==> config.mk <==
export PLATFORM = sky130hd
export DESIGN_NAME = dba_ram
export DESIGN_NICKNAME = d
export VERILOG_FILES = /design/src/design/dba_ram.sv
export SDC_FILE = /design/constraint.sdc
export NUM_CORES = 2
export LEC_CHECK = 0
export BUFFER_PORTS_ARGS = -buffer_cell sky130_fd_sc_hd__buf_2
export CAP_MARGIN = 30
export CORE_ASPECT_RATIO = 0.6
export CORE_MARGIN = 2
export CORE_UTILIZATION = 50
export DETAILED_ROUTE_END_ITERATION = 12
export PLACE_DENSITY = 0.68
export SETUP_SLACK_MARGIN = 0.15
export SYNTH_ARGS = -nofsm -noshare
export SYNTH_HDL_FRONTEND = slang
export SYNTH_SLANG_ARGS = --single-unit
==> constraint.sdc <==
create_clock -name clk -period 3.75 [get_ports clk]
set_input_delay 0.75 -clock clk [delete_from_list [all_inputs] [get_ports clk]]
set_output_delay 0.75 -clock clk [all_outputs]
set_load 0.05 [all_outputs]
==> src/design/dba_ram.sv <==
// generic one-write one-read ram with registered read data
module dba_ram #(
  parameter int WIDTH = 32,
  parameter int DEPTH = 128
) (
  input  logic                     clk,
  input  logic                     we,
  input  logic [$clog2(DEPTH)-1:0] waddr,
  input  logic [WIDTH-1:0]         wdata,
  input  logic [$clog2(DEPTH)-1:0] raddr,
  output logic [WIDTH-1:0]         rdata
);

  logic [WIDTH-1:0] mem [DEPTH];

  always_ff @(posedge clk) begin
    if (we) begin
      mem[waddr] <= wdata;
    end
    rdata <= mem[raddr];
  end

endmodule

# Word-level counts from Yosys, hierarchy flattened
# Memories as Yosys holds them, arrays and structs flattened. A register that Yosys moved wholly into a read port is not among the register bits.
# Cells that the tools add are included.
# totals
rom_bits	0
mem_count	1
reg_bits	0
word_cells	3
latch_bits	0
ram_bits	4096
input_bits	48
# op_classes
bitwise_logic	0
n_addsub	0
n_mul	0
magnitude_cmp	0
eq_ne	0
reduce_logical	0
shift	0
muxes	2
n_div	0
# mem_list
memory	words	word_bits	read_ports	rd_clocked_by_memory_dff	write_ports	line_no	rtl
mem	128	32	1	1	1	14	logic [WIDTH-1:0] mem [DEPTH];
# op_table
cell	count
1-bit 2-to-1 mux	2

# Longest topological paths before layout
# depth
word_depth	2
depth_mapped	8
mapped_depth_nobuf	4

# Worst setup path after synthesis
# No wires, ideal clock.
# synth_path
path_type	input -> register
start	in we
end	mem mem[98][0], enable pin
setup_ns	0.461
required_ns	3.289
cell_stages	3
path_slack_ns	-0.239
t_arrival_ns	3.528
cell_sequence	clkbuf_1 -> nand4_1 -> nor3_1
# synth_between
elab_chain_cells	2
# synth_rtl
item	line_no	rtl
from (decl)	7	input logic we,
1-bit 2-to-1 mux	17	if (we) begin
1-bit 2-to-1 mux (implied by the code)	18	mem[waddr] <= wdata;
to (decl)	14	
# No other way between the ends.

==> flow_summary.ini <==
[die]
dieArea_sq_um = 317200
coreArea_sq_um = 310000
start_util_pct = 50.42
fp.dieH_um = 437.1
fp.dieW_um = 725.8
core.rowCount = 158
num_io_pins = 80

[cts]
htree_levels = 5
cts_hold_buf = 0
cts_tree = built
numCtsBuffers = 348
clk_latency_ns = 0.91
path_clk_slew_ns = 0.07
ctsResizeCount = 0
cts_sinks = 4128
clk_path_buf_depth = 4
cts_root_buf = clkbuf_16
post-cts-setup-buffers = 0

[global_routing]
grt_pass1_wl_um = 589700
antenna_found_initial = 82
grt_usage_pct = 26.97
grt_max_degree = 97
first_global_vias = 71861
grt_overflow_total = 0

[routing]
postRouteAntennaNets = 0
wl_um = 427800
dr.pass1.iters = 5
dr.first_iter.drc_count = 12580
vias_per_cell = 6.630
num_vias = 73573
wl_per_cell_um = 38.55
route.detailed.drc = 0

[timing]
relSlewSlack_pct = 24.40
drv_slew = 0
min_period_ns = 3.108
rsz0062_at_grt = no
max_freq_mhz = 321.8
tightestPinTransition_ns = 1.134
hold_viol = 0
setup_tns_ns = 0
setup_viol = 0
min_period_over_period_pct = 82.87
finClkSkew_ns = 0.04902

[critical_path]
r2r-start = mem[117][20]$_DFFE_PP_
worst_path_most_repeated_cell = mux4_2
crit_chain = buf_12, buf_12, buf_4, mux4_2, mux4_2, mux4_2, mux2_2
cp-startpoint = raddr[0]
end_kind = flip-flop
crit_path_top_delay_cell = mux4_2
cp_max_fo = 22
critPathArrivalTime_ns = 3.89
critPathRequiredTime_ns = 4.54
cp-start-kind = input pin
worstSetupPathType = input pin to flip-flop
critical_path.max_stage_delay_ns = 0.70

[place]
dp_hpwl_um = 253200
port_buffers = 79
place_congestion = 0.8532

[min_path]
min-delay-start = wdata[25]
worst_hold_path_type = input pin to flip-flop

[power]
p_per_area_nw_per_um2 = 518.4
peakVddDrop_mv = 0.6205
power_mw = 93.47
leakagePower_nw = 55.42

[flow_run]
cap_viol_max_count = 0

[finish]
utilization_pct = 58.16
syn2layout_area_growth_pct = 15.37
num-nets-final = 6666
drive_above_1_share_pct = 37.76

[logic_synthesis]
ys_seq_elements = 4128
yosysWarnings = 0
synth_cell_types = 17
syn_nets = 6038
syn_area_sq_um = 156300
synthCells = 5990
synth_seq_area_share_pct = 79.12
avgSynthCellArea_sq_um = 26.09

[status]
status = finished clean
routing by layer:
| layer | track usage [%] | vias up | share of wire, % |
|---|---|---|---|
| met5 | 0 | - | 0.13 |
| met4 | 5.993 | 84 | 2.4 |
| met3 | 11.60 | 697 | 17 |
| met2 | 37.04 | 5295 | 42 |
| met1 | 40.42 | 39797 | 38 |
| li1 | - | 27700 | - |
flip-flops by register name, summed over array words and instances (netlist names):
name and count:
rdata 32, mem 4096
Yosys cell counts, drive strengths merged:
cell type | number | area (sq um)
buf | 134 | 628.1
clkbuf | 182 | 683.2
dfxtp | 32 | 640.6
edfxtp | 4096 | 123000
mux2 | 32 | 360.4
mux4 | 1344 | 30270
nand2 | 14 | 52.55
nand2b | 2 | 12.51
nand3 | 12 | 60.06
nand4 | 3 | 18.77
nor2 | 122 | 457.9
nor2b | 7 | 43.79
nor3 | 9 | 45.04
or3 | 1 | 6.260
kinds of logic (layout without fill, tap and decap cells):
| kind of cell | after synthesis | after routing | synth area share [%] |
|---|---|---|---|
| muxes | 1376 | 1376 | 19.60 |
| other | 0 | 40 | 0 |
| and+or+nand+nor | 170 | 170 | 0.4460 |
| DFF | 4128 | 4128 | 79.12 |
| buffers and inverters | 316 | 1223 | 0.8391 |
layout make-up:
cell class | instances | area, sq um
timing repair buffer | 594 | 7810
antenna | 40 | 100.1
sequential | 4128 | 123600
clock inverter | 206 | 1962
fill | 21262 | 129700
clock buffer | 423 | 9253
tap | 4160 | 5205
multi-input combinational | 1546 | 32320
stage by stage:
step                      setup slack (ns)  std cells  hold slack (ns)  area (sq um)
final                               0.6425      11097           0.1976        180300
after CTS                           0.7276      11050           0.2738        180000
after global placement             -0.2005      10421            1.095        168800
after global routing                0.6112      11058           0.1611        180200
after floorplan                    -0.2386       5990           0.8489        156300
after detailed placement           -0.2153      10421            1.100        168800
worst max-delay path, delay by kind of cell:
family / cells / cell delay (ns)
buffers and inverters: 3 / 0.94
muxes: 4 / 2.09
placed cells by master (no fill, tap or decap), types with 5 or more instances in the layout:
cell type   synthesis  layout
buf_12              0     263
buf_16              0       7
buf_2              79      41
buf_4               3     280
bufinv_16           0      37
clkbuf_1          182      60
clkbuf_16           0     358
clkbuf_8            0       5
clkinv_1            0      67
clkinv_2            0      77
clkinv_4            0       5
clkinvlp_4          0      10
dfxtp_1            32      32
diode_2             0      40
edfxtp_1         4096    4096
inv_6               0       9
mux2_2             32      32
mux4_2           1344    1344
nand2_1            14      14
nand3_1            12       8
nor2_4              0     119
nor2b_1             7       7
nor3_4              0       6
final timing paths:
kind / end / slack, ns / cells after the start
min: mem[71][25]$_DFFE_PP_ / 0.20 / 1
max reg2reg: rdata[20]$_DFF_P_ / 1.09 / 4
min reg2reg: rdata[10]$_DFF_P_ / 1.13 / 4
max: rdata[20]$_DFF_P_ / 0.64 / 7
power breakdown:
part | internal, mW | switching [mW] | total [mW]
Clock | 20.2 | 16.3 | 36.5
Combinational | 2.22 | 3.66 | 5.88
Sequential | 50.9 | 0.188 | 51.1
Total | 73.3 | 20.2 | 93.5
Note: power is estimated with default switching activity, not from simulation.
