[config.mk]
export PLATFORM = sky130hd
export DESIGN_NAME = dba_cfg
export DESIGN_NICKNAME = d
export VERILOG_FILES = /design/src/design/dba_pkg.sv /design/src/design/dba_cfg.sv
export SDC_FILE = /design/constraint.sdc
export NUM_CORES = 1
export LEC_CHECK = 0
export BUFFER_PORTS_ARGS = -buffer_cell sky130_fd_sc_hd__buf_2
export CAP_MARGIN = 20
export CORE_MARGIN = 8
export CORE_UTILIZATION = 39
export DETAILED_ROUTE_END_ITERATION = 10
export GPL_TIMING_DRIVEN = 0
export PLACE_DENSITY = 0.75
export SETUP_SLACK_MARGIN = 0.4
export SLEW_MARGIN = 10
export SYNTH_ARGS = -nofsm -noshare
export SYNTH_HDL_FRONTEND = slang
export SYNTH_SLANG_ARGS = --single-unit
[constraint.sdc]
create_clock -name clk -period 1.2 [get_ports clk]
set_input_delay 0.24 -clock clk [delete_from_list [all_inputs] [get_ports clk]]
set_output_delay 0.24 -clock clk [all_outputs]
set_load 0.05 [all_outputs]
[src/design/dba_pkg.sv]
// types, constants and register codes shared by the disk block allocator
package dba_pkg;

  localparam int MAX_BLOCKS = 4096;
  localparam int NUM_LIMIT  = (MAX_BLOCKS < 4096) ? MAX_BLOCKS : 4096;

  localparam int WORD_BITS = 32;
  localparam int BIT_W     = 5;
  localparam int BN_W      = 12;
  localparam int NUM_W     = 13;
  localparam int BWORD_W   = BN_W - BIT_W;
  localparam int MAP_WORDS = NUM_LIMIT / WORD_BITS;
  localparam int WORD_AW   = $clog2(MAP_WORDS);
  localparam int STATUS_W  = 3;

  localparam int APB_AW = 4;
  localparam int APB_DW = 32;

  localparam logic [1:0] REG_BLOCK_COUNT  = 2'd0;
  localparam logic [1:0] REG_ROOT_BLOCK   = 2'd1;
  localparam logic [1:0] REG_BITMAP_BLOCK = 2'd2;

  localparam logic [NUM_W-1:0] BLOCK_COUNT_RST = 13'd1760;
  localparam logic [BN_W-1:0]  ROOT_RST        = 12'd880;
  localparam logic [BN_W-1:0]  BITMAP_RST      = 12'd881;

  localparam logic OP_ALLOC = 1'b0;
  localparam logic OP_FREE  = 1'b1;

  localparam logic [STATUS_W-1:0] ST_OK       = 3'd0;
  localparam logic [STATUS_W-1:0] ST_FULL     = 3'd1;
  localparam logic [STATUS_W-1:0] ST_RANGE    = 3'd2;
  localparam logic [STATUS_W-1:0] ST_FREE     = 3'd3;
  localparam logic [STATUS_W-1:0] ST_RESERVED = 3'd4;

  // first block that may ever be granted
  localparam logic [BN_W-1:0] FIRST_BLOCK = 12'd2;

  typedef logic [BN_W-1:0]      bn_t;
  typedef logic [BWORD_W-1:0]   bword_t;
  typedef logic [WORD_BITS-1:0] word_t;

  typedef struct packed {
    logic [NUM_W-1:0] block_count;
    bn_t              root_block;
    bn_t              bitmap_block;
  } cfg_t;

  typedef struct packed {
    logic             found;
    logic [BIT_W-1:0] idx;
  } pick_t;

endpackage

[src/design/dba_cfg.sv]
// apb configuration registers of the allocator
module dba_cfg (
  input  logic                        clk,
  input  logic                        rst,
  input  logic                        psel,
  input  logic                        penable,
  input  logic                        pwrite,
  input  logic [dba_pkg::APB_AW-1:0]  paddr,
  input  logic [dba_pkg::APB_DW-1:0]  pwdata,
  output logic [dba_pkg::APB_DW-1:0]  prdata,
  output logic                        pready,
  output dba_pkg::cfg_t               cfg
);

  logic [1:0] reg_idx;
  logic       wr;

  assign reg_idx = paddr[3:2];
  assign wr      = psel && penable && pwrite;
  assign pready  = 1'b1;

  always_ff @(posedge clk) begin
    if (rst) begin
      cfg.block_count  <= dba_pkg::BLOCK_COUNT_RST;
      cfg.root_block   <= dba_pkg::ROOT_RST;
      cfg.bitmap_block <= dba_pkg::BITMAP_RST;
    end else if (wr) begin
      unique case (reg_idx)
        dba_pkg::REG_BLOCK_COUNT:  cfg.block_count  <= pwdata[dba_pkg::NUM_W-1:0];
        dba_pkg::REG_ROOT_BLOCK:   cfg.root_block   <= pwdata[dba_pkg::BN_W-1:0];
        dba_pkg::REG_BITMAP_BLOCK: cfg.bitmap_block <= pwdata[dba_pkg::BN_W-1:0];
        default: ;
      endcase
    end
  end

  always_comb begin
    unique case (reg_idx)
      dba_pkg::REG_BLOCK_COUNT:
        prdata = dba_pkg::APB_DW'(cfg.block_count);
      dba_pkg::REG_ROOT_BLOCK:
        prdata = dba_pkg::APB_DW'(cfg.root_block);
      dba_pkg::REG_BITMAP_BLOCK:
        prdata = dba_pkg::APB_DW'(cfg.bitmap_block);
      default:
        prdata = '0;
    endcase
  end

endmodule

# [After elaboration in Yosys (flattened, before gate mapping)]
# Index checks and enable logic that the tools add are counted.
[op_classes] n_mux=1 eq_ne=2 bitwise_logic=0 multipliers=0 n_lt_le_gt_ge=0 reduce_logical=6 n_div=0 shift=0 n_addsub=0
[ops] op="one-hot mux 13 bit (3 select lines)" n=1
[ops] op="AND reduction 2 bit" n=3
[ops] op="== test 2 x 1 -> 1 bit, second input constant" n=1
[ops] op="== test 2 bit, second input constant" n=1
[ops] op="logical AND 1 bit" n=2
[ops] op="zero test 2 bit" n=1
[totals] ff_bits=37 latch_bits=0 mem_bits_rw=0 mem_bits_ro=0 out_inout_bits=70 word_cells=12 memories=0 input_bits=41

# [Depth between registers and ports, before layout]
# Gate-level depths: netlist of the first run.
[logic_depth] depth_word=3 ltp_mapped=5

# [Worst setup path after synthesis of the first run]
# OpenSTA, ideal clock, no wires.
[synth_path] path_kind="register -> output" startpoint="register cfg[10] (netlist name)" endpoint="output port prdata[10] (netlist name)" path_buffers=0 path_stages_with_launch=3 path_slack_ns=-0.911 t_arrival_ns=1.871 required_time_ns=0.960 cell_sequence="dfxtp_1 -> mux2i_1 -> o21ai_0"
[synth_via] elab_chain_len=1
[synth_rtl] item="start, declared" line_no="dba_cfg.sv:12" source="output dba_pkg::cfg_t cfg"
[synth_rtl] item="one-hot mux 13 bit (3 select lines)" line_no="dba_cfg.sv:38" source="unique case (reg_idx)"
[synth_rtl] item="end, declared" line_no="dba_cfg.sv:10" source="output logic [dba_pkg::APB_DW-1:0] prdata,"
# No other way between the ends.

# [Final worst setup path of the first run]
[layout_path] startpoint="register cfg[4] (netlist name)" endpoint="output port prdata[4] (netlist name)"
# The elaborated chain is that of the path after synthesis.

==> results of run 1 <==
-- per-layer routing --
metal,up-vias,track usage,wire [um]
met4,0,0.0438,42
li1,943,-,-
met2,75,0.336,4500
met5,-,0,0
met3,4,0.0577,460
met1,1000,0.196,3140
-- per-stage QoR --
| stage | setup TNS (ns) | utilization | area [sq um] |
|---|---|---|---|
| after floorplan | -0.349 | - | 2260 |
| after global placement | -11.64 | 0.567 | 2680 |
| after detailed placement | -12.45 | 0.567 | 2680 |
| after CTS | -1.02 | 0.798 | 3770 |
| after global routing | -1.73 | 0.874 | 4130 |
| final | -1.25 | 0.874 | 4130 |
-- worst max-delay path by stage --
stage / cells after the start / to / slack [ns] / start
6_report: 3 / prdata[4] / -0.11 / cfg[4]
5_1_grt: 3 / prdata[5] / -0.14 / cfg[29]
4_1_cts: 3 / prdata[11] / -0.09 / cfg[11]
3_5_place_dp: 6 / prdata[4] / -0.52 / paddr[2]
3_3_place_gp: 6 / prdata[10] / -0.50 / paddr[2]
2_1_floorplan: 4 / prdata[11] / -0.08 / paddr[3]
-- power by group --
group          internal [mW]  total (mW)  switching (mW)
registers               1.18        1.21          0.0235
clock network          0.469       0.909           0.440
logic                  0.382       0.911           0.530
-- cell families (layout without fill, tap and decap cells) --
family	Yosys count	in the layout
simple gates	74	74
mux	49	49
flops	37	37
buf+inv	34	159
compound gates	12	12
other cells	2	20
-- placed cells by master (no fill, tap or decap) --
master     count
buf_6         44
dfxtp_4       32
buf_4         36
nand2_1        2
nor2_1        23
clkbuf_4       1
buf_2         16
nand2_2        3
nand4_1        1
clkbuf_16      1
nand2_4        7
nor2b_4        1
or3b_4         1
conb_1        20
mux2i_4       12
nor3b_4        2
buf_16         4
nand2b_1      31
buf_12         2
nor2_2         1
nor3_4         1
buf_8         41
nand3_4        1
clkbuf_1       2
dfxtp_2        5
mux2i_1       37
o21ai_4       12
clkbuf_2       5
clkbuf_8       7
-- what timing repair did --
action                     CTS  global route
pin swaps                    6             6
setup endpoints to repair   87            87
buffers inserted            18            28
cloned                       4             0
resized for setup          221            40
-- critical path, stage by stage (launching register included) --
cell and delay [ns]:
dfxtp_4 0.38, mux2i_4 0.08, o21ai_4 0.14, buf_6 0.18
-- final cells by class --
| type | count | area [sq um] | share of cell area |
|---|---|---|---|
| multi-input cells | 155 | 1410 | 0.340 |
| repair buffers | 117 | 1350 | 0.328 |
| flip-flops and latches | 37 | 867 | 0.210 |
| plain buffers | 34 | 330 | 0.0800 |
| clock buffers | 8 | 90.1 | 0.0218 |
| well taps | 67 | 83.8 | 0.0203 |
==> out/qor.csv, run 1 <==
stage;metric;value;unit
cts;cts.sinks;37;
drt;ant_nets;0;
synthesis;syn_area_per_cell;9.23;sq um
synthesis;yosys_warnings;0;
sta;finalClockSkew;0;ns
synthesis;async_reset_ff_frac;0;
outcome;status;complete, but fails checks;
global_routing;grt_pass1_vias;1967;
synthesis;netlist_top_cells_count;49 x mux2i_1, 37 x dfxtp_1, 31 x nand2b_1;
outcome;violations;setup timing;
drt;wl_per_cell;19.5;um
cts;cts_inserted_buffers;5;
setup_path;crit_arrival;1.07;ns
setup_path;rr_worst_depth;5;
layout;syn_to_final_growth;115;%
synthesis;synth.largest_area_cell;dfxtp_1;
global_routing;grt_max_degree;12;
worst_hold_path;hold_path_end;cfg[6];
cts;ctsRootBufferMaster;clkbuf_8;
synthesis;synth_compound_area_frac;0.0313;
cts;holdBufCountCts;0;
drt;first_pass_iters;4;
synthesis;synth_edf_count;0;
sta;rsz0062_at_grt;yes;
worst_hold_path;holdPathStages;3;
setup_path;required;0.96;ns
setup_path;critPathKind;flip-flop to output port;
worst_hold_path;hold_start;pwdata[6];
setup_path;startpoint_type;flip-flop;
place;post-place-ws;-0.516;ns
floorplan;dieWidth;86.2;um
cts;path_clk_slew;0.07;ns
place;place_congestion;0.724;
floorplan;rows;25;
cts;insertion_delay;0.28;ns
setup_path;timing.reg2reg.setup_slack;0.18;ns
synthesis;synthFlopType;dfxtp_1;
power_and_ir_drop;p_per_area;733;nW/um^2
drt;drc_errors;0;
setup_path;r2r_end;cfg[0];
setup_path;path_max_fanout;3;
synthesis;netlist_instances;208;
layout;antenna_cells;0;
layout;fin_cells;418;
layout;layout-drive-gt1-share;0.670;
layout;nets;391;
synthesis;ys_types;18;
place;dpl.hpwl;4.10;mm
setup_path;timing.rr.start;cfg[0];
floorplan;die_area;7430;sq um
synthesis;yosys_register_bits;37;
synthesis;synth_xor_area_frac;0;
sta;setup_slack;-0.114;ns
sta;min_period_over_period;1.10;
sta;fmax;0.761;GHz
floorplan;start_util;0.407;
sta;hold_slack;0.230;ns
sta;hold_viol_final;0;
sta;post-route-min-period;1.31;ns
sta;finalSetupViolCount;20;
synthesis;ys_seq_area_frac;0.386;
floorplan;die_h;86.2;um
synthesis;yosysTopAreaCellShare;0.386;
synthesis;netlist_area;1920;sq um
global_routing;grt_pass1_wl;10.5;mm
worst_hold_path;hp-class;input port to flip-flop;
floorplan;coreArea;4720;sq um
synthesis;synth_top_family_by_area;multiplexers;
global_routing;antenna_found_initial;0;
cts;cts_max_level;2;
global_routing;grt_overflow;0;
layout;regMostFlops;cfg;
power_and_ir_drop;power.total;3.03;mW
layout;reg.largest.list;cfg (37);
power_and_ir_drop;p_leak;1.84;nW
place;placed_cells;360;
drt;viasPerCell;4.84;
synthesis;synthTopCellsByArea;dfxtp_1 39%, mux2i_1 26%, nand2b_1 10%;
cts;cts_tree;yes;
drt;routed_wirelength;8.14;mm
setup_path;end_kind;output port;
floorplan;ios;111;
layout;largest_reg_flops;37;
synthesis;synthSimpleGateAreaFrac;0.201;
flow_run;max_cap_violations;0;
drt;drt_iter0_drc;153;
synthesis;synth_fa_ha_area_frac;0;
place;port_buffers;67;
power_and_ir_drop;vdd_ir_drop_max;607;uV
synthesis;synthMuxAreaShare;0.255;
cts;cts_buffer_depth;2;
layout;nFillCells;208;
synthesis;synthMostInstantiatedCell;mux2i_1;
drt;vias;2022;
sta;maxSlewViolCount;0;
global_routing;grt_usage;0.182;
Power figures use the tool's default switching activity.
==> inputs of run 2 (changes only) <==
--- a/config.mk
+++ b/config.mk
@@ -7,12 +7,12 @@
 export LEC_CHECK = 0
 export BUFFER_PORTS_ARGS = -buffer_cell sky130_fd_sc_hd__buf_2
 export CAP_MARGIN = 20
-export CORE_MARGIN = 8
+export CORE_ASPECT_RATIO = 1.5
 export CORE_UTILIZATION = 39
 export DETAILED_ROUTE_END_ITERATION = 10
 export GPL_TIMING_DRIVEN = 0
 export PLACE_DENSITY = 0.75
-export SETUP_SLACK_MARGIN = 0.4
+export SETUP_SLACK_MARGIN = 0.05
 export SLEW_MARGIN = 10
 export SYNTH_ARGS = -nofsm -noshare
 export SYNTH_HDL_FRONTEND = slang
==> run 2 against run 1 <==
The flow still finishes with violations (setup timing). Clock power is 5.5% higher. First-iteration DRC count is 61% lower. Critical endpoint is now prdata[10]. Critical path type is now input port to output port. Worst hold slack lost 0.028 ns. Non-clock buffer count shrank 28. Die area fell by 30%. Global-route usage increased by 4.5 points. Total power decreased by 0.36%. Clock-buffer cell count is 1 lower. Clock skew stayed put.
==> out/qor.csv, run 2 (same netlist as run 1, synthesis figures left out) <==
stage;metric;value;unit;change
outcome;status;complete, but fails checks;;
outcome;violations;setup timing;;
sta;hold_viol_final;0;;unchanged
cts;cts.sinks;37;;unchanged
cts;holdBufCountCts;0;;unchanged
layout;regMostFlops;cfg;;
place;post-place-ws;-0.496;ns;+0.0201 ns
place;placed_cells;357;;-0.83%
layout;nFillCells;306;;+47%
layout;layout-drive-gt1-share;0.616;;-0.0534
floorplan;start_util;0.416;;+0.00937
setup_path;critPathKind;input port to output port;;
setup_path;crit_arrival;1.06;ns;about the same
drt;routed_wirelength;5.92;mm;-27%
cts;ctsRootBufferMaster;clkbuf_8;;
floorplan;rows;30;;+20%
global_routing;antenna_found_initial;0;;unchanged
global_routing;grt_use_met1;0.243;;+0.0467
global_routing;grt_pass1_vias;1705;;-13%
power_and_ir_drop;vdd_ir_drop_max;1010;uV;+67%
layout;syn_to_final_growth;82.9;%;
global_routing;grt_most_used_layer;met2;;
cts;cts_tree;yes;;
sta;finalClockSkew;0;ns;unchanged
drt;wl_per_cell;15.3;um;-21%
drt;drt_iter0_drc;59;;-61%
cts;cts_inserted_buffers;5;;unchanged
sta;post-route-min-period;1.30;ns;-0.0152 ns
setup_path;cp_slowest_cell;clkbuf_16;;
global_routing;grt_max_degree;12;;unchanged
flow_run;max_cap_violations;0;;unchanged
layout;largest_reg_flops;37;;unchanged
place;place_area;2650;sq um;-0.89%
global_routing;grt_overflow;0;;unchanged
sta;setup_slack;-0.0991;ns;+0.0152 ns
drt;drc_errors;0;;unchanged
power_and_ir_drop;p_per_area;858;nW/um^2;+17%
floorplan;ios;111;;unchanged
layout;antenna_cells;0;;unchanged
drt;first_pass_iters;4;;unchanged
layout;postLayoutCellArea;3510;sq um;-15%
sta;rsz0062_at_grt;yes;;
sta;fin_tns_setup;-0.980;ns;+0.271 ns
setup_path;startpoint_type;input port;;
floorplan;coreArea;4620;sq um;-2.3%
cts;path_clk_slew;0.07;ns;about the same
power_and_ir_drop;p_leak;1.57;nW;-15%
layout;final_common_cell;buf_4;;
setup_path;end_kind;output port;;
floorplan;die_area;5220;sq um;-30%
sta;finalSetupViolCount;13;;-35%
worst_hold_path;hp-class;input port to flip-flop;;
setup_path;required;0.96;ns;about the same
setup_path;slowest_delay;0.20;ns;-0.18 ns
place;port_buffers;67;;unchanged
global_routing;use_met3;0.0517;;-0.00596
drt;viasPerCell;4.70;;-2.8%
sta;maxSlewViolCount;0;;unchanged
cts;cts_buffer_depth;2;;unchanged
drt;vias;1819;;-10%
layout;fin_cells;387;;-7.4%
drt;ant_nets;0;;unchanged
setup_path;path_max_fanout;7;;+4
setup_path;crit_path_cell_trace;buf_16 -> nor2b_4 -> clkbuf_16 -> nand2_4 -> o21ai_4 -> buf_6;;
global_routing;grt_usage;0.227;;+0.0449
global_routing;grt_pass1_wl;8.59;mm;-18%
cts;insertion_delay;0.29;ns;about the same
layout;most-common-layout-cells;46 x buf_4, 37 x mux2i_1, 31 x nand2b_1, 30 x buf_6, 24 x nor2_1;;
cts;cts_max_level;2;;unchanged
floorplan;dieWidth;59.3;um;-31%
sta;fmax;0.770;GHz;+1.2%
layout;reg.largest.list;cfg (37);;
floorplan;die_h;87.9;um;+2.1%
place;place_congestion;0.767;;+6.0%
global_routing;use_met2;0.420;;+0.0839
place;dpl.hpwl;3.56;mm;-13%
layout;nets;363;;-7.2%
sta;min_period_over_period;1.08;;-0.0126
run 2: path summary, 6_finish.rpt:
kind                    from    endpoint  slack [ns]  cells after the start
setup / recovery    paddr[3]  prdata[10]        -0.1                      6
hold / removal    pwdata[12]     cfg[36]        0.20                      3
setup reg to reg     cfg[11]     cfg[11]        0.37                      4
hold reg to reg      cfg[19]     cfg[19]        0.48                      2
run 2: worst max-delay path, delay by kind of cell:
kind | cells | cell delay, ns
AOI/OAI and AO/OA | 1 | 0.06
buffers and inverters | 3 | 0.51
and+or+nand+nor | 2 | 0.25
run 2: final cells by class:
type                            instances  area [sq um]  share of cell area
Multi-Input combinational cell        155          1360               0.388
Timing Repair Buffer                   89           841               0.239
Sequential cell                        37           810               0.230
Buffer                                 34           318              0.0905
Clock buffer                            7          96.3              0.0274
Tap cell                               64          80.1              0.0228
Clock inverter                          1          5.00             0.00143
run 2: per-layer routing:
metal / vias to the layer above / routed length, um
met5: - / 0
li1: 879 / -
met3: 6 / 281
met1: 870 / 2190
met4: 0 / 61
met2: 64 / 3390
run 2: what timing repair did:
action | in CTS | in global routing
hold endpoints to repair | 0 | 0
pin swaps | 8 | 4
resized for setup | 117 | 51
cloned | 2 | 0
buffers inserted | 12 | 8
setup endpoints to repair | 36 | 49
run 2: metrics by stage:
step	power (mW)	utilization	hold WS [ns]
after detailed placement	1.91	0.575	0.471
after floorplan	1.79	-	0.385
after global placement	1.91	0.575	0.466
after CTS	3.00	0.719	0.203
final	3.01	0.761	0.202
after global routing	3.13	0.761	0.219
run 2: report_power, final:
part | internal, mW | total (mW) | switching (mW)
clock | 0.519 | 0.959 | 0.440
combinational | 0.323 | 0.811 | 0.488
sequential | 1.22 | 1.24 | 0.0204
